### config.mk
export PLATFORM = sky130hd
export DESIGN_NAME = dq_ctrl
export DESIGN_NICKNAME = d
export VERILOG_FILES = /design/src/rtl/core/dq_pkg.sv /design/src/rtl/core/dq_ctrl.sv
export SDC_FILE = /design/constraint.sdc
export NUM_CORES = 1
export LEC_CHECK = 0
export BUFFER_PORTS_ARGS = -buffer_cell sky130_fd_sc_hd__buf_2
export CORE_UTILIZATION = 59
export CTS_CLUSTER_DIAMETER = 120
export DETAILED_ROUTE_END_ITERATION = 6
export PLACE_DENSITY = 0.91
export REMOVE_ABC_BUFFERS = 1
export SLEW_MARGIN = 10
export SYNTH_ARGS = -nofsm -noshare
export SYNTH_HDL_FRONTEND = slang
export SYNTH_SLANG_ARGS = --single-unit
### constraint.sdc
create_clock -name clk_i -period 12.85 [get_ports clk_i]
set_clock_uncertainty 0.05 [all_clocks]
set_input_delay 2.57 -clock clk_i [delete_from_list [all_inputs] [get_ports clk_i]]
set_output_delay 2.57 -clock clk_i [all_outputs]
set_load 0.005 [all_outputs]
### src/rtl/core/dq_pkg.sv
// shared types, sizes and helpers of the double-ended queue
package dq_pkg;

  localparam int DEPTH      = 256;
  localparam int DATA_WIDTH = 32;

  localparam int PTR_W    = $clog2(DEPTH);
  localparam int SUM_W    = PTR_W + 1;
  localparam int CNT_W    = $clog2(DEPTH) + 1;
  localparam int FUNC_W   = 3;
  localparam int VALUE_W  = 32;
  localparam int POS_W    = 8;
  localparam int LEN_W    = 9;
  localparam int STATUS_W = 2;

  typedef logic [DATA_WIDTH-1:0] word_t;
  typedef logic [PTR_W-1:0]      ptr_t;
  typedef logic [CNT_W-1:0]      cnt_t;

  // operation in the upper two bits of func, the low bit picks the tail end
  typedef enum logic [1:0] {
    OP_PUT    = 2'd0,
    OP_GET    = 2'd1,
    OP_INDEX  = 2'd2,
    OP_REMOVE = 2'd3
  } op_e;

  typedef enum logic [STATUS_W-1:0] {
    ST_OK   = 2'd0,
    ST_MISS = 2'd1,
    ST_FULL = 2'd2,
    ST_ZERO = 2'd3
  } status_e;

  typedef enum logic [2:0] {
    S_IDLE,
    S_READ,
    S_SEARCH,
    S_SHIFT,
    S_HOLD
  } state_e;

  typedef struct packed {
    logic               valid;
    logic [VALUE_W-1:0] result_value;
    status_e            status;
    logic [LEN_W-1:0]   length;
  } done_t;

  // ring slot of logical entry k
  function automatic ptr_t slot_of(input ptr_t base, input ptr_t k);
    logic [SUM_W-1:0] sum;
    sum = {1'b0, base} + {1'b0, k};
    if (sum >= SUM_W'(DEPTH)) begin
      sum = sum - SUM_W'(DEPTH);
    end
    return sum[PTR_W-1:0];
  endfunction

endpackage

### src/rtl/core/dq_ctrl.sv
// sequencer: pointers, search compare and gap-closing shift over the entry store
module dq_ctrl (
  input  logic                  clk_i,
  input  logic                  rst_ni,
  input  logic                  in_valid_i,
  output logic                  in_ready_o,
  input  logic [2:0]            func_i,
  input  logic [31:0]           value_i,
  input  logic [7:0]            position_i,
  input  logic                  out_free_i,
  output dq_pkg::done_t         done_o,
  output logic                  we_o,
  output dq_pkg::ptr_t          wr_addr_o,
  output dq_pkg::word_t         wr_data_o,
  output logic                  rd_en_o,
  output dq_pkg::ptr_t          rd_addr_o,
  input  dq_pkg::word_t         rd_data_i
);
  import dq_pkg::*;

  state_e state_q, state_d;
  ptr_t   front_q, front_d;
  cnt_t   count_q, count_d;
  ptr_t   k_q, k_d;
  logic   tail_q, tail_d;
  word_t  val_q, val_d;
  logic [VALUE_W-1:0] hold_val_q, hold_val_d;
  status_e hold_st_q, hold_st_d;

  op_e    op;
  logic   at_tail;
  word_t  v_in;
  logic   v_zero;
  ptr_t   cnt_m1;
  ptr_t   front_inc;
  ptr_t   front_dec;
  ptr_t   pos_p;
  logic   fin;
  logic [VALUE_W-1:0] fin_value;
  status_e fin_status;
  logic   hit;
  logic   last;

  assign op        = op_e'(func_i[2:1]);
  assign at_tail   = func_i[0];
  assign v_in      = value_i[DATA_WIDTH-1:0];
  assign v_zero    = (v_in == '0);
  assign cnt_m1    = PTR_W'(count_q - CNT_W'(1));
  assign front_inc = slot_of(front_q, PTR_W'(1));
  assign front_dec = (front_q == '0) ? PTR_W'(DEPTH - 1) : front_q - PTR_W'(1);
  assign pos_p     = PTR_W'(position_i);
  assign hit       = (rd_data_i == val_q);
  assign last      = tail_q ? (k_q == '0) : (k_q == cnt_m1);
  assign in_ready_o = (state_q == S_IDLE);

  always_ff @(posedge clk_i or negedge rst_ni) begin
    if (!rst_ni) begin
      state_q <= S_IDLE;
      front_q <= '0;
      count_q <= '0;
    end else begin
      state_q <= state_d;
      front_q <= front_d;
      count_q <= count_d;
    end
  end

  always_ff @(posedge clk_i) begin
    k_q        <= k_d;
    tail_q     <= tail_d;
    val_q      <= val_d;
    hold_val_q <= hold_val_d;
    hold_st_q  <= hold_st_d;
  end

  always_comb begin
    state_d    = state_q;
    front_d    = front_q;
    count_d    = count_q;
    k_d        = k_q;
    tail_d     = tail_q;
    val_d      = val_q;
    hold_val_d = hold_val_q;
    hold_st_d  = hold_st_q;
    we_o       = 1'b0;
    wr_addr_o  = front_q;
    wr_data_o  = v_in;
    rd_en_o    = 1'b0;
    rd_addr_o  = front_q;
    fin        = 1'b0;
    fin_value  = '0;
    fin_status = ST_OK;

    case (state_q)
      S_IDLE: begin
        if (in_valid_i) begin
          case (op)
            OP_PUT: begin
              fin = 1'b1;
              if (v_zero) begin
                fin_status = ST_ZERO;
              end else if (count_q == CNT_W'(DEPTH)) begin
                fin_status = ST_FULL;
              end else begin
                we_o    = 1'b1;
                count_d = count_q + CNT_W'(1);
                if (at_tail) begin
                  wr_addr_o = slot_of(front_q, count_q[PTR_W-1:0]);
                end else begin
                  wr_addr_o = front_dec;
                  front_d   = front_dec;
                end
              end
            end
            OP_GET: begin
              if (count_q == '0) begin
                fin        = 1'b1;
                fin_status = ST_MISS;
              end else begin
                rd_en_o   = 1'b1;
                rd_addr_o = at_tail ? slot_of(front_q, cnt_m1) : front_q;
                count_d   = count_q - CNT_W'(1);
                if (!at_tail) begin
                  front_d = front_inc;
                end
                state_d = S_READ;
              end
            end
            OP_INDEX: begin
              if (32'(position_i) >= 32'(count_q)) begin
                fin        = 1'b1;
                fin_status = ST_MISS;
              end else begin
                rd_en_o   = 1'b1;
                rd_addr_o = slot_of(front_q, at_tail ? (cnt_m1 - pos_p) : pos_p);
                state_d   = S_READ;
              end
            end
            OP_REMOVE: begin
              if (v_zero) begin
                fin        = 1'b1;
                fin_status = ST_ZERO;
              end else if (count_q == '0) begin
                fin        = 1'b1;
                fin_status = ST_MISS;
              end else begin
                val_d     = v_in;
                tail_d    = at_tail;
                k_d       = at_tail ? cnt_m1 : '0;
                rd_en_o   = 1'b1;
                rd_addr_o = slot_of(front_q, at_tail ? cnt_m1 : '0);
                state_d   = S_SEARCH;
              end
            end
            default: begin
              fin        = 1'b1;
              fin_status = ST_MISS;
            end
          endcase
        end
      end
      S_READ: begin
        fin       = 1'b1;
        fin_value = VALUE_W'(rd_data_i);
      end
      // rd_data holds logical entry k_q; the next read is issued alongside
      S_SEARCH: begin
        if (hit) begin
          if (k_q == cnt_m1) begin
            count_d   = count_q - CNT_W'(1);
            fin       = 1'b1;
            fin_value = VALUE_W'(val_q);
          end else begin
            rd_en_o   = 1'b1;
            rd_addr_o = slot_of(front_q, k_q + PTR_W'(1));
            state_d   = S_SHIFT;
          end
        end else if (last) begin
          fin        = 1'b1;
          fin_status = ST_MISS;
        end else begin
          k_d       = tail_q ? (k_q - PTR_W'(1)) : (k_q + PTR_W'(1));
          rd_en_o   = 1'b1;
          rd_addr_o = slot_of(front_q, tail_q ? (k_q - PTR_W'(1)) : (k_q + PTR_W'(1)));
        end
      end
      // entry k_q+1 arrives and moves down to k_q
      S_SHIFT: begin
        we_o      = 1'b1;
        wr_addr_o = slot_of(front_q, k_q);
        wr_data_o = rd_data_i;
        if (k_q + PTR_W'(1) == cnt_m1) begin
          count_d   = count_q - CNT_W'(1);
          fin       = 1'b1;
          fin_value = VALUE_W'(val_q);
        end else begin
          k_d       = k_q + PTR_W'(1);
          rd_en_o   = 1'b1;
          rd_addr_o = slot_of(front_q, k_q + PTR_W'(2));
        end
      end
      S_HOLD: begin
        if (out_free_i) begin
          state_d = S_IDLE;
        end
      end
      default: begin
        state_d = S_IDLE;
      end
    endcase

    // result waits here when the output register is still occupied
    if (fin) begin
      hold_val_d = fin_value;
      hold_st_d  = fin_status;
      state_d    = out_free_i ? S_IDLE : S_HOLD;
    end
  end

  always_comb begin
    done_o.valid        = fin || (state_q == S_HOLD);
    done_o.result_value = (state_q == S_HOLD) ? hold_val_q : fin_value;
    done_o.status       = (state_q == S_HOLD) ? hold_st_q : fin_status;
    done_o.length       = LEN_W'(count_d);
  end

endmodule

# ---- After elaboration in Yosys (flattened, before gate mapping)
# Index checks and enable logic that the tools add are counted.
dict set report classes {
  eq_ne 33
  muxes 109
  n_reduce_logical 14
  bitwise 2
  order_cmp 10
  addsub 25
}
# cell n
set ops {}
lappend ops {{$mux 8} 40}
lappend ops {{$mux 32} 5}
lappend ops {{$pmux 32 s3} 1}
lappend ops {{$sub 8x1->8 const B} 11}
lappend ops {{$ge 9x9->1 const B} 9}
lappend ops {{$add 8x8->9} 8}
lappend ops {{$pmux 8 s3} 3}
lappend ops {{$mux 9} 7}
lappend ops {{$eq 32x32->1} 1}
lappend ops {{$logic_not 32->1} 1}
lappend ops {{$pmux 8 s2} 2}
lappend ops {{$mux 3} 10}
lappend ops {{$pmux 9 s3} 1}
lappend ops {{$mux 1} 25}
lappend ops {{$ne 2x2->1 const B} 11}
lappend ops {{$pmux 9 s2} 1}
lappend ops {{$eq 8x8->1} 2}
lappend ops {{$logic_not 8->1} 2}
lappend ops {{$ne 4x4->1 const B} 4}
lappend ops {{$reduce_and 8->1} 2}
lappend ops {{$pmux 3 s4} 1}
lappend ops {{$mux 2} 5}
lappend ops {{$reduce_and 10->1} 1}
lappend ops {{$add 8x1->9 const B} 1}
lappend ops {{other kinds (31)} 39}
dict set report word_totals {
  ff_bits 95
  input_bits 79
  word_cells 201
}

# ---- Longest topological paths before layout
# Gate-level depths: netlist of the first run.
dict set report logic_depth {
  word_depth 10
  depth_mapped 22
  ltp_nobuf 22
}

# ---- Least setup slack after synthesis of the first run
# No wires, ideal clock.
dict set report synth_path {
  path_type {in2out}
  startpoint {in position_i[0]}
  endpoint {out rd_addr_o[7]}
  arrival_ps 5451
  n_path_buf 0
  t_required_ps 10230
  path_stages 19
  setup_slack_ps 4779
  cell_sequence {ha_1 -> fa_1 -> nor2b_1 -> o21ai_0 -> nand2b_1 -> a21o_1 -> a21oi_1 -> xnor2_1 -> nand2_1 -> o21ai_0 -> ha_1 -> or3_1 -> o211ai_1 -> xnor2_1 -> a21o_1 -> a32oi_1 -> mux2i_1 -> a31oi_1 -> o211a_1}
}
dict set report synth_via {
  elab_chain_len 9
  word_cells_on_any_way 11
  cone_classes {3 x add/sub; 2 x order compare; 6 x mux}
}
# element line_no
set synth_lines {}
lappend synth_lines {{start, declared} dq_ctrl.sv:9} ;# input logic [7:0] position_i,
lappend synth_lines {{$sub 8x8->8} dq_ctrl.sv:135} ;# rd_addr_o = slot_of(front_q, at_tail ? (cnt_m1 - pos_p) : pos_p);
lappend synth_lines {{$mux 8} dq_ctrl.sv:135}
lappend synth_lines {{$add 8x8->9} dq_pkg.sv:53} ;# sum = {1'b0, base} + {1'b0, k};
lappend synth_lines {{$sub 8x1->8 or $ge 9x9->1 (tied branches)} {dq_pkg.sv:55, dq_pkg.sv:54}}
lappend synth_lines {{$mux 8} dq_pkg.sv:54} ;# if (sum >= SUM_W'(DEPTH)) begin
lappend synth_lines {{$mux 8 *} dq_ctrl.sv:130} ;# if (32'(position_i) >= 32'(count_q)) begin
lappend synth_lines {{$pmux 8 s3 *} dq_ctrl.sv:97} ;# case (op)
lappend synth_lines {{$mux 8 *} dq_ctrl.sv:96} ;# if (in_valid_i) begin
lappend synth_lines {{$pmux 8 s3 *} dq_ctrl.sv:94} ;# case (state_q)
lappend synth_lines {{end, declared} dq_ctrl.sv:16} ;# output dq_pkg::ptr_t rd_addr_o,
# Mark *: on every way between the ends. The rest lies on a longest branch, timed or not.

# ---- Worst setup path in the final report of the first run
# Same ends and word-level chain as after synthesis.

==> results of run 1 <==
-- stage by stage --
stage / utilization, % / worst slack (ns) / cell area, sq um / total power (uW) / hold WS [ns]
finish: 68.9 / 4.17 / 11500 / 3510 / 0.585
global route: 68.9 / 3.86 / 11500 / 3740 / 0.612
CTS: 68.9 / 4.15 / 11500 / 3410 / 0.585
detailed placement: 67.2 / 4.15 / 11300 / 3130 / 0.568
global placement: 67.2 / 4.22 / 11300 / 3060 / 0.559
floorplan: - / 4.79 / 9980 / 2330 / 0.544
-- registers in the layout, summed over array words and instances, names as in the netlist --
| name | count |
|---|---|
| count_q | 9 |
| front_q | 8 |
| hold_st_q | 2 |
| hold_val_q | 32 |
| k_q | 8 |
| state_q | 3 |
| tail_q | 1 |
| val_q | 32 |
-- area by class of cell --
cell class	count	area share, %
inverter	97	3.15
timing repair buffer	188	8.48
multi-input combinational	1008	59.6
tap	220	2.38
clock inverter	7	0.542
sequential	95	23.8
clock buffer	9	1.95
-- layer usage --
layer  share of wire [%]  up-vias  wire (microns)  track usage [%]
met5                   0        -               0                0
met4                 5.8        0            2060             20.4
met3                  13      156            4510             8.90
met2                  45      784           15900             65.0
met1                  37     4901           12900             49.5
li1                    -     4848               -                -
-- cell usage after synthesis, types with 5 or more instances --
| library cell | number | area share (%) |
|---|---|---|
| nand2_1 | 167 | 6.1 |
| xnor2_1 | 97 | 8.3 |
| inv_1 | 96 | 3.5 |
| nor2_1 | 92 | 3.4 |
| a21oi_1 | 90 | 4.4 |
| ha_1 | 79 | 9.7 |
| edfxtp_1 | 75 | 22 |
| o21ai_0 | 71 | 3.5 |
| clkbuf_1 | 49 | 1.8 |
| a22o_1 | 34 | 2.9 |
| nor3_1 | 32 | 1.6 |
| nand3_1 | 28 | 1.4 |
| dfrtp_1 | 20 | 4.9 |
| nor2b_1 | 20 | 1.2 |
| o221ai_1 | 20 | 1.7 |
| nand4_1 | 19 | 1.2 |
| xor2_1 | 19 | 1.6 |
| a21o_1 | 18 | 1.3 |
| a31oi_1 | 15 | 0.92 |
| nor4_1 | 15 | 0.92 |
| nand2b_1 | 13 | 0.79 |
| mux2i_1 | 12 | 1.2 |
| o211ai_1 | 12 | 0.88 |
| or3_1 | 10 | 0.61 |
| a22oi_1 | 9 | 0.66 |
| fa_1 | 9 | 1.8 |
| and2_1 | 8 | 0.49 |
| buf_2 | 8 | 0.39 |
| o21a_1 | 8 | 0.59 |
| a211oi_1 | 7 | 0.51 |
| and3_1 | 7 | 0.43 |
| a21boi_0 | 5 | 0.37 |
| a221o_1 | 5 | 0.49 |
| buf_1 | 5 | 0.18 |
| o21bai_1 | 5 | 0.37 |
-- cells by family after synthesis --
group                      share of synthesized area (%)
and+or+nand+nor                                     20.4
AOI/OAI and AO/OA                                   23.2
buffers and inverters                               6.11
xor gates and xnor gates                            10.5
DFF                                                 26.9
adders and majority gates                           11.4
muxes                                               1.43
-- worst min path at each step --
stage / start / slack [ns] / cells past startpoint / end
after global placement: val_q[6]$_DFFE_PP_ / 0.56 / 1 / hold_val_q[6]$_DFFE_PP_
after detailed placement: val_q[18]$_DFFE_PP_ / 0.57 / 1 / hold_val_q[18]$_DFFE_PP_
after global routing: val_q[23]$_DFFE_PP_ / 0.61 / 1 / hold_val_q[23]$_DFFE_PP_
final: val_q[18]$_DFFE_PP_ / 0.59 / 1 / hold_val_q[18]$_DFFE_PP_
after CTS: val_q[18]$_DFFE_PP_ / 0.59 / 1 / hold_val_q[18]$_DFFE_PP_
after floorplan: val_q[18]$_DFFE_PP_ / 0.54 / 1 / hold_val_q[18]$_DFFE_PP_
-- power breakdown --
group	total [uW]	internal [uW]	switching, uW	leakage, uW
combinational	2630	1050	1580	0.00418
sequential	603	442	161	0.000960
clock	272	136	136	0.000144
-- critical path, stage by stage --
cell      delay, ns
buf_2          0.11
ha_1           0.22
fa_1           0.43
nor2b_1        0.11
o21ai_0        0.08
nand2b_1       0.11
a21o_1         0.12
a21oi_1        0.07
xnor2_1        0.12
nand2_1        0.06
o21ai_0        0.09
ha_1           0.24
or3_1          0.35
o211ai_1       0.12
xnor2_1        0.17
nand3_1        0.11
a32oi_1        0.21
mux2i_1        0.27
a31oi_1        0.12
o211a_1        0.23
buf_2          0.14
==> summary.md, run 1 <==
| Metric | Value |
|---|---|
| Multi-input gate area | `6880 sq um` |
| Antenna-violating nets left | `0` |
| Pwr per Cell Area | `304 nW/um^2` |
| Seq/Total Area, Yosys | `26.9%` |
| Type of the worst setup path | `in2out` |
| Hold Fails Final Rpt | `0` |
| Clk Latency, worst-skew pair | `0.37 ns` |
| Setup TNS | `0 ns` |
| Distinct cells, synth | `88` |
| Total Routed Length | `35400 microns` |
| DR DRC count | `0` |
| CTS Hold Buffers Added | `0` |
| Largest net degree at the start of global routing | `49` |
| Fillers | `1352` |
| Max-slew violation count | `0` |
| CTS Sinks | `95` |
| Async set-reset flop share out of synthesis | `21.1%` |
| CTS resizes | `0` |
| Vias post-DR | `10689` |
| Max FO, Critical Path | `3` |
| Critical Path RT | `10.23 ns` |
| Final non-filler cell total | `1624` |
| Reg2Reg Setup Slack | `8.13 ns` |
| Post-synth EDFFs | `75` |
| Post-Synthesis Cell Area | `10200 sq um` |
| Clock Root Buffer | `clkbuf_16` |
| Clock transition at the registers of the reported paths | `0.08 ns` |
| Initial Util | `61.1%` |
| Synth Instances | `1264` |
| RSZ-0062 raised after global routing | `false` |
| Placed Cells | `1608` |
| Gpl congestion | `0.998` |
| Worst setup SP type | `input port` |
| Highest-count cells in the layout ignoring fill and taps | `buf_2 (173), nand2_1 (167), xnor2_1 (97), inv_1 (96), nor2_1 (91)` |
| Yosys reg bits | `95` |
| Area of the core | `16800 sq um` |
| Max-Cap Viols | `0` |
| Total congestion overflow | `0` |
| Vias per cell | `6.58` |
| Ant diodes | `0` |
| Starting DRT DRC Count | `1301` |
| Area grow syn2layout | `12.7%` |
| Worst vdd ir | `0.204 mV` |
| CTS tree | `built` |
| RR Endpoint | `count_q[8]$_DFF_PN0_` |
| First-pass DRT Iterations | `7` |
| Worst-Margin Slew | `1.13 ns` |
| Die area | `17900 sq um` |
| Pleak | `0.00529 uW` |
| IO Count | `174` |
| Mean post-synth cell area | `8.10 sq um` |
| Most common cell after layout, fill and taps aside | `buf_2` |
| Vias in the first global route | `10081` |
| Die Width | `134 microns` |
| Row cnt | `47` |
| Die height | `134 microns` |
| Status | `complete, no violations` |
| Maximum clock frequency | `115 MHz` |
| Final worst path period share | `67.6%` |
| Wire per inst | `21.8 microns` |
| Setup Fix Bufs, Post-CTS | `0` |
| Critical path origin | `position_i[0]` |
| Register area | `2750 sq um` |
| Worst EP arrival | `6.06 ns` |
| Clock buffer count from CTS | `9` |
| First-pass GRT wire length | `54800 microns` |
| Yosys warnings | `0` |
| Dpl hpwl | `26400 microns` |
| Prevailing post-synth register cell | `edfxtp_1` |
| GR Util All Layers | `39.9%` |
| Min Clock Period, post-route | `8.68 ns` |
| Deepest clock path buffer count | `2` |
| Port Buf Inserts | `173` |
| CP Capture Point | `rd_addr_o[7]` |
| R2R depth | `11` |
| Count of final setup violators | `0` |
| Critical Path End Type | `output pin` |
| Hold Path Class | `reg2reg` |
| Slew Limit Headroom | `23.9%` |
| H-tree depth | `3` |
| Final Net Count | `1566` |
| Antenna violations before repair | `0` |
| Fraction of layout cells with a size suffix above 1 | `16.3%` |
| Worst reg2reg startpoint | `count_q[0]$_DFF_PN0_` |
Power figures use the tool's default switching activity.
==> run 2: changes to the inputs <==
==> constraint.sdc (replaced) <==
create_clock -name clk_i -period 8.43 [get_ports clk_i]
set_clock_uncertainty 0.05 [all_clocks]
set_input_delay 1.686 -clock clk_i [delete_from_list [all_inputs] [get_ports clk_i]]
set_output_delay 1.686 -clock clk_i [all_outputs]
set_load 0.005 [all_outputs]
==> summary.md, run 2 (synthesized netlist as in run 1, its figures left out) <==
| Metric | Value |
|---|---|
| CP Buf/Inv Count | `3 (+1)` |
| Die Width | `134 microns (unchanged)` |
| Status | `finished with violations` |
| Fraction of layout cells with a size suffix above 1 | `16.2% (-0.071 points)` |
| Pwr per Cell Area | `458 nW/um^2 (+51%)` |
| Total congestion overflow | `0 (unchanged)` |
| Critical Path RT | `6.69 ns (-3.54 ns)` |
| Initial Util | `61.1% (unchanged)` |
| Fillers | `1384 (+2.4%)` |
| Gpl congestion | `1.04 (+4.1%)` |
| Antenna violations before repair | `0 (unchanged)` |
| Failing checks | `DRC` |
| Setup TNS | `0 ns (unchanged)` |
| CTS Hold Buffers Added | `0 (unchanged)` |
| Dpl cell area | `11300 sq um (unchanged)` |
| Highest-count cells in the layout ignoring fill and taps | `buf_2 (173), nand2_1 (167), xnor2_1 (97), inv_1 (96), nor2_1 (91)` |
| Type of the worst setup path | `reg2out` |
| DR DRC count | `1 (+1)` |
| Area of the core | `16800 sq um (unchanged)` |
| Clock share of power | `7.8% (about the same)` |
| Flop pwr share | `17.7% (+0.5 points)` |
| First-pass DRT Iterations | `7 (unchanged)` |
| Deepest clock path buffer count | `2 (unchanged)` |
| R2R depth | `11 (unchanged)` |
| Setup Fix Bufs, Post-CTS | `0 (unchanged)` |
| Hold Path Class | `reg2reg` |
| GR Util All Layers | `39.3% (-0.63 points)` |
| Sw Ratio | `53.1% (-0.56 points)` |
| H-tree depth | `3 (unchanged)` |
| Die area | `17900 sq um (unchanged)` |
| First-pass GRT wire length | `53800 microns (-1.9%)` |
| Dpl hpwl | `26600 microns (+0.79%)` |
| Switching power | `2810 uW (+49%)` |
| CTS Sinks | `95 (unchanged)` |
| Worst EP arrival | `5.48 ns (-0.58 ns)` |
| Count of final setup violators | `0 (unchanged)` |
| Hold Fails Final Rpt | `0 (unchanged)` |
| Vias per cell | `6.55 (-0.54%)` |
| Clock transition at the registers of the reported paths | `0.08 ns (about the same)` |
| Max FO, Critical Path | `12 (+9)` |
| Largest net degree at the start of global routing | `49 (unchanged)` |
| Vias post-DR | `10631 (-0.54%)` |
| Worst reg2reg startpoint | `count_q[0]$_DFF_PN0_` |
| Die height | `134 microns (unchanged)` |
| Clock Root Buffer | `clkbuf_16` |
| RR Endpoint | `count_q[8]$_DFF_PN0_` |
| Antenna-violating nets left | `0 (unchanged)` |
| Final Net Count | `1566 (unchanged)` |
| Area grow syn2layout | `12.7% (about the same)` |
| Design area | `11500 sq um (about the same)` |
| Most common cell after layout, fill and taps aside | `buf_2` |
| Register area | `2750 sq um (unchanged)` |
| Worst setup SP type | `register` |
| Max-slew violation count | `0 (unchanged)` |
| Pre-CTS setup slack | `1.47 ns (-2.68 ns)` |
| CTS tree | `built` |
| HP Start | `val_q[19]$_DFFE_PP_` |
| Total power | `5290 uW (+51%)` |
| Biggest regs | `hold_val_q: 32 flops, val_q: 32 flops, count_q: 9 flops` |
| Vias in the first global route | `9961 (-1.2%)` |
| Clk Latency, worst-skew pair | `0.36 ns (about the same)` |
| Slowest-stage cell, CP | `or4b_1` |
| Port Buf Inserts | `173 (unchanged)` |
| Reg2Reg Setup Slack | `3.83 ns (-4.30 ns)` |
| Maximum clock frequency | `139 MHz` |
| Final Worst Setup Slack | `1.22 ns (-2.95 ns)` |
| Row cnt | `47 (unchanged)` |
| Min Clock Period, post-route | `7.21 ns` |
| Slew Limit Headroom | `30.7% (+6.8 points)` |
| CP most frequent cell | `ha_1` |
| RSZ-0062 raised after global routing | `false` |
| Cell family with most CP delay | `simple AND/OR/NAND/NOR gates` |
| Final worst path period share | `85.6%` |
| IO Count | `174 (unchanged)` |
| Pleak | `0.00528 uW (-0.12%)` |
| CP peak stage delay | `0.63 ns (+0.20 ns)` |
| Worst vdd ir | `0.292 mV (+43%)` |
| Critical Path, Cell by Cell | `inv_1, ha_1, or4b_1, nor3_1, nor2_1, inv_1, ha_1, xnor2_1, nand2_1, o21ai_0, ha_1, or3_1, o211ai_1, xnor2_1, nand3_1, a32oi_1, mux2i_1, a31oi_1, o211a_1, buf_2` |
| Critical Path End Type | `output pin` |
| CTS resizes | `0 (unchanged)` |
| Wire per inst | `21.5 microns (-1.2%)` |
| Total Routed Length | `34900 microns (-1.2%)` |
| Comb pwr share | `74.4% (-0.7 points)` |
| Hold path depth | `1 (unchanged)` |
| Starting DRT DRC Count | `1093 (-16%)` |
| Ant diodes | `0 (unchanged)` |
| Multi-input gate area | `6880 sq um (unchanged)` |
| Max-Cap Viols | `0 (unchanged)` |
| Hold endpoint | `hold_val_q[19]$_DFFE_PP_` |
| Worst-Margin Slew | `1.03 ns (-0.103 ns)` |
| Clock buffer count from CTS | `9 (unchanged)` |
| Internal power | `2480 uW (+53%)` |
==> run 2: metal layers <==
| metal | routed length [microns] | part of all wire, % | up-vias | GRT usage [%] |
|---|---|---|---|---|
| met5 | 0 | 0 | - | 0 |
| met4 | 2330 | 6.7 | 0 | 24.6 |
| met3 | 3910 | 11 | 159 | 7.76 |
| met2 | 15200 | 44 | 753 | 61.2 |
| met1 | 13500 | 39 | 4869 | 50.0 |
| li1 | - | - | 4850 | - |
==> run 2: cell type report <==
class	count	area share, %
Tap cell	220	2.39
Multi-Input combinational cell	1008	59.7
Clock buffer	9	1.95
Clock inverter	7	0.520
Sequential cell	95	23.9
Inverter	97	3.16
Timing Repair Buffer	188	8.48
==> run 2: power groups by stage <==
stage | registers, uW | clock network [uW] | logic, uW
after floorplan | 853 | 0 | 2700
after detailed placement | 930 | 0 | 3810
final | 938 | 413 | 3930
after global placement | 920 | 0 | 3710
after CTS | 920 | 411 | 3830
after global routing | 944 | 429 | 4280
==> run 2: worst register-to-register path, delay by kind of cell, from the launching register on <==
family / cells / cell delay (ns)
AO/OA/AOI/OAI: 5 / 1.69
adder cells (fa/ha/maj): 1 / 0.29
buffers and inverters: 1 / 0.21
flip-flops: 1 / 0.57
AND/OR/NAND/NOR: 4 / 1.71
==> run 2: per-stage QoR <==
stage | instances | hold WS (ns) | util, %
finish | 1624 | 0.580 | 68.9
global route | 1624 | 0.611 | 68.9
CTS | 1624 | 0.576 | 68.9
detailed placement | 1608 | 0.566 | 67.2
global placement | 1608 | 0.557 | 67.2
floorplan | 1200 | 0.544 | -
==> run 2: worst max path at each step <==
stage,startpoint,end,slack [ns],depth (start not counted)
floorplan,position_i[0],rd_addr_o[7],2.14,19
global placement,position_i[0],rd_addr_o[7],1.55,21
detailed placement,position_i[0],rd_addr_o[7],1.47,21
CTS,count_q[0]$_DFF_PN0_,rd_addr_o[7],1.35,20
global route,count_q[0]$_DFF_PN0_,rd_addr_o[7],0.91,21
finish,count_q[0]$_DFF_PN0_,rd_addr_o[7],1.22,20
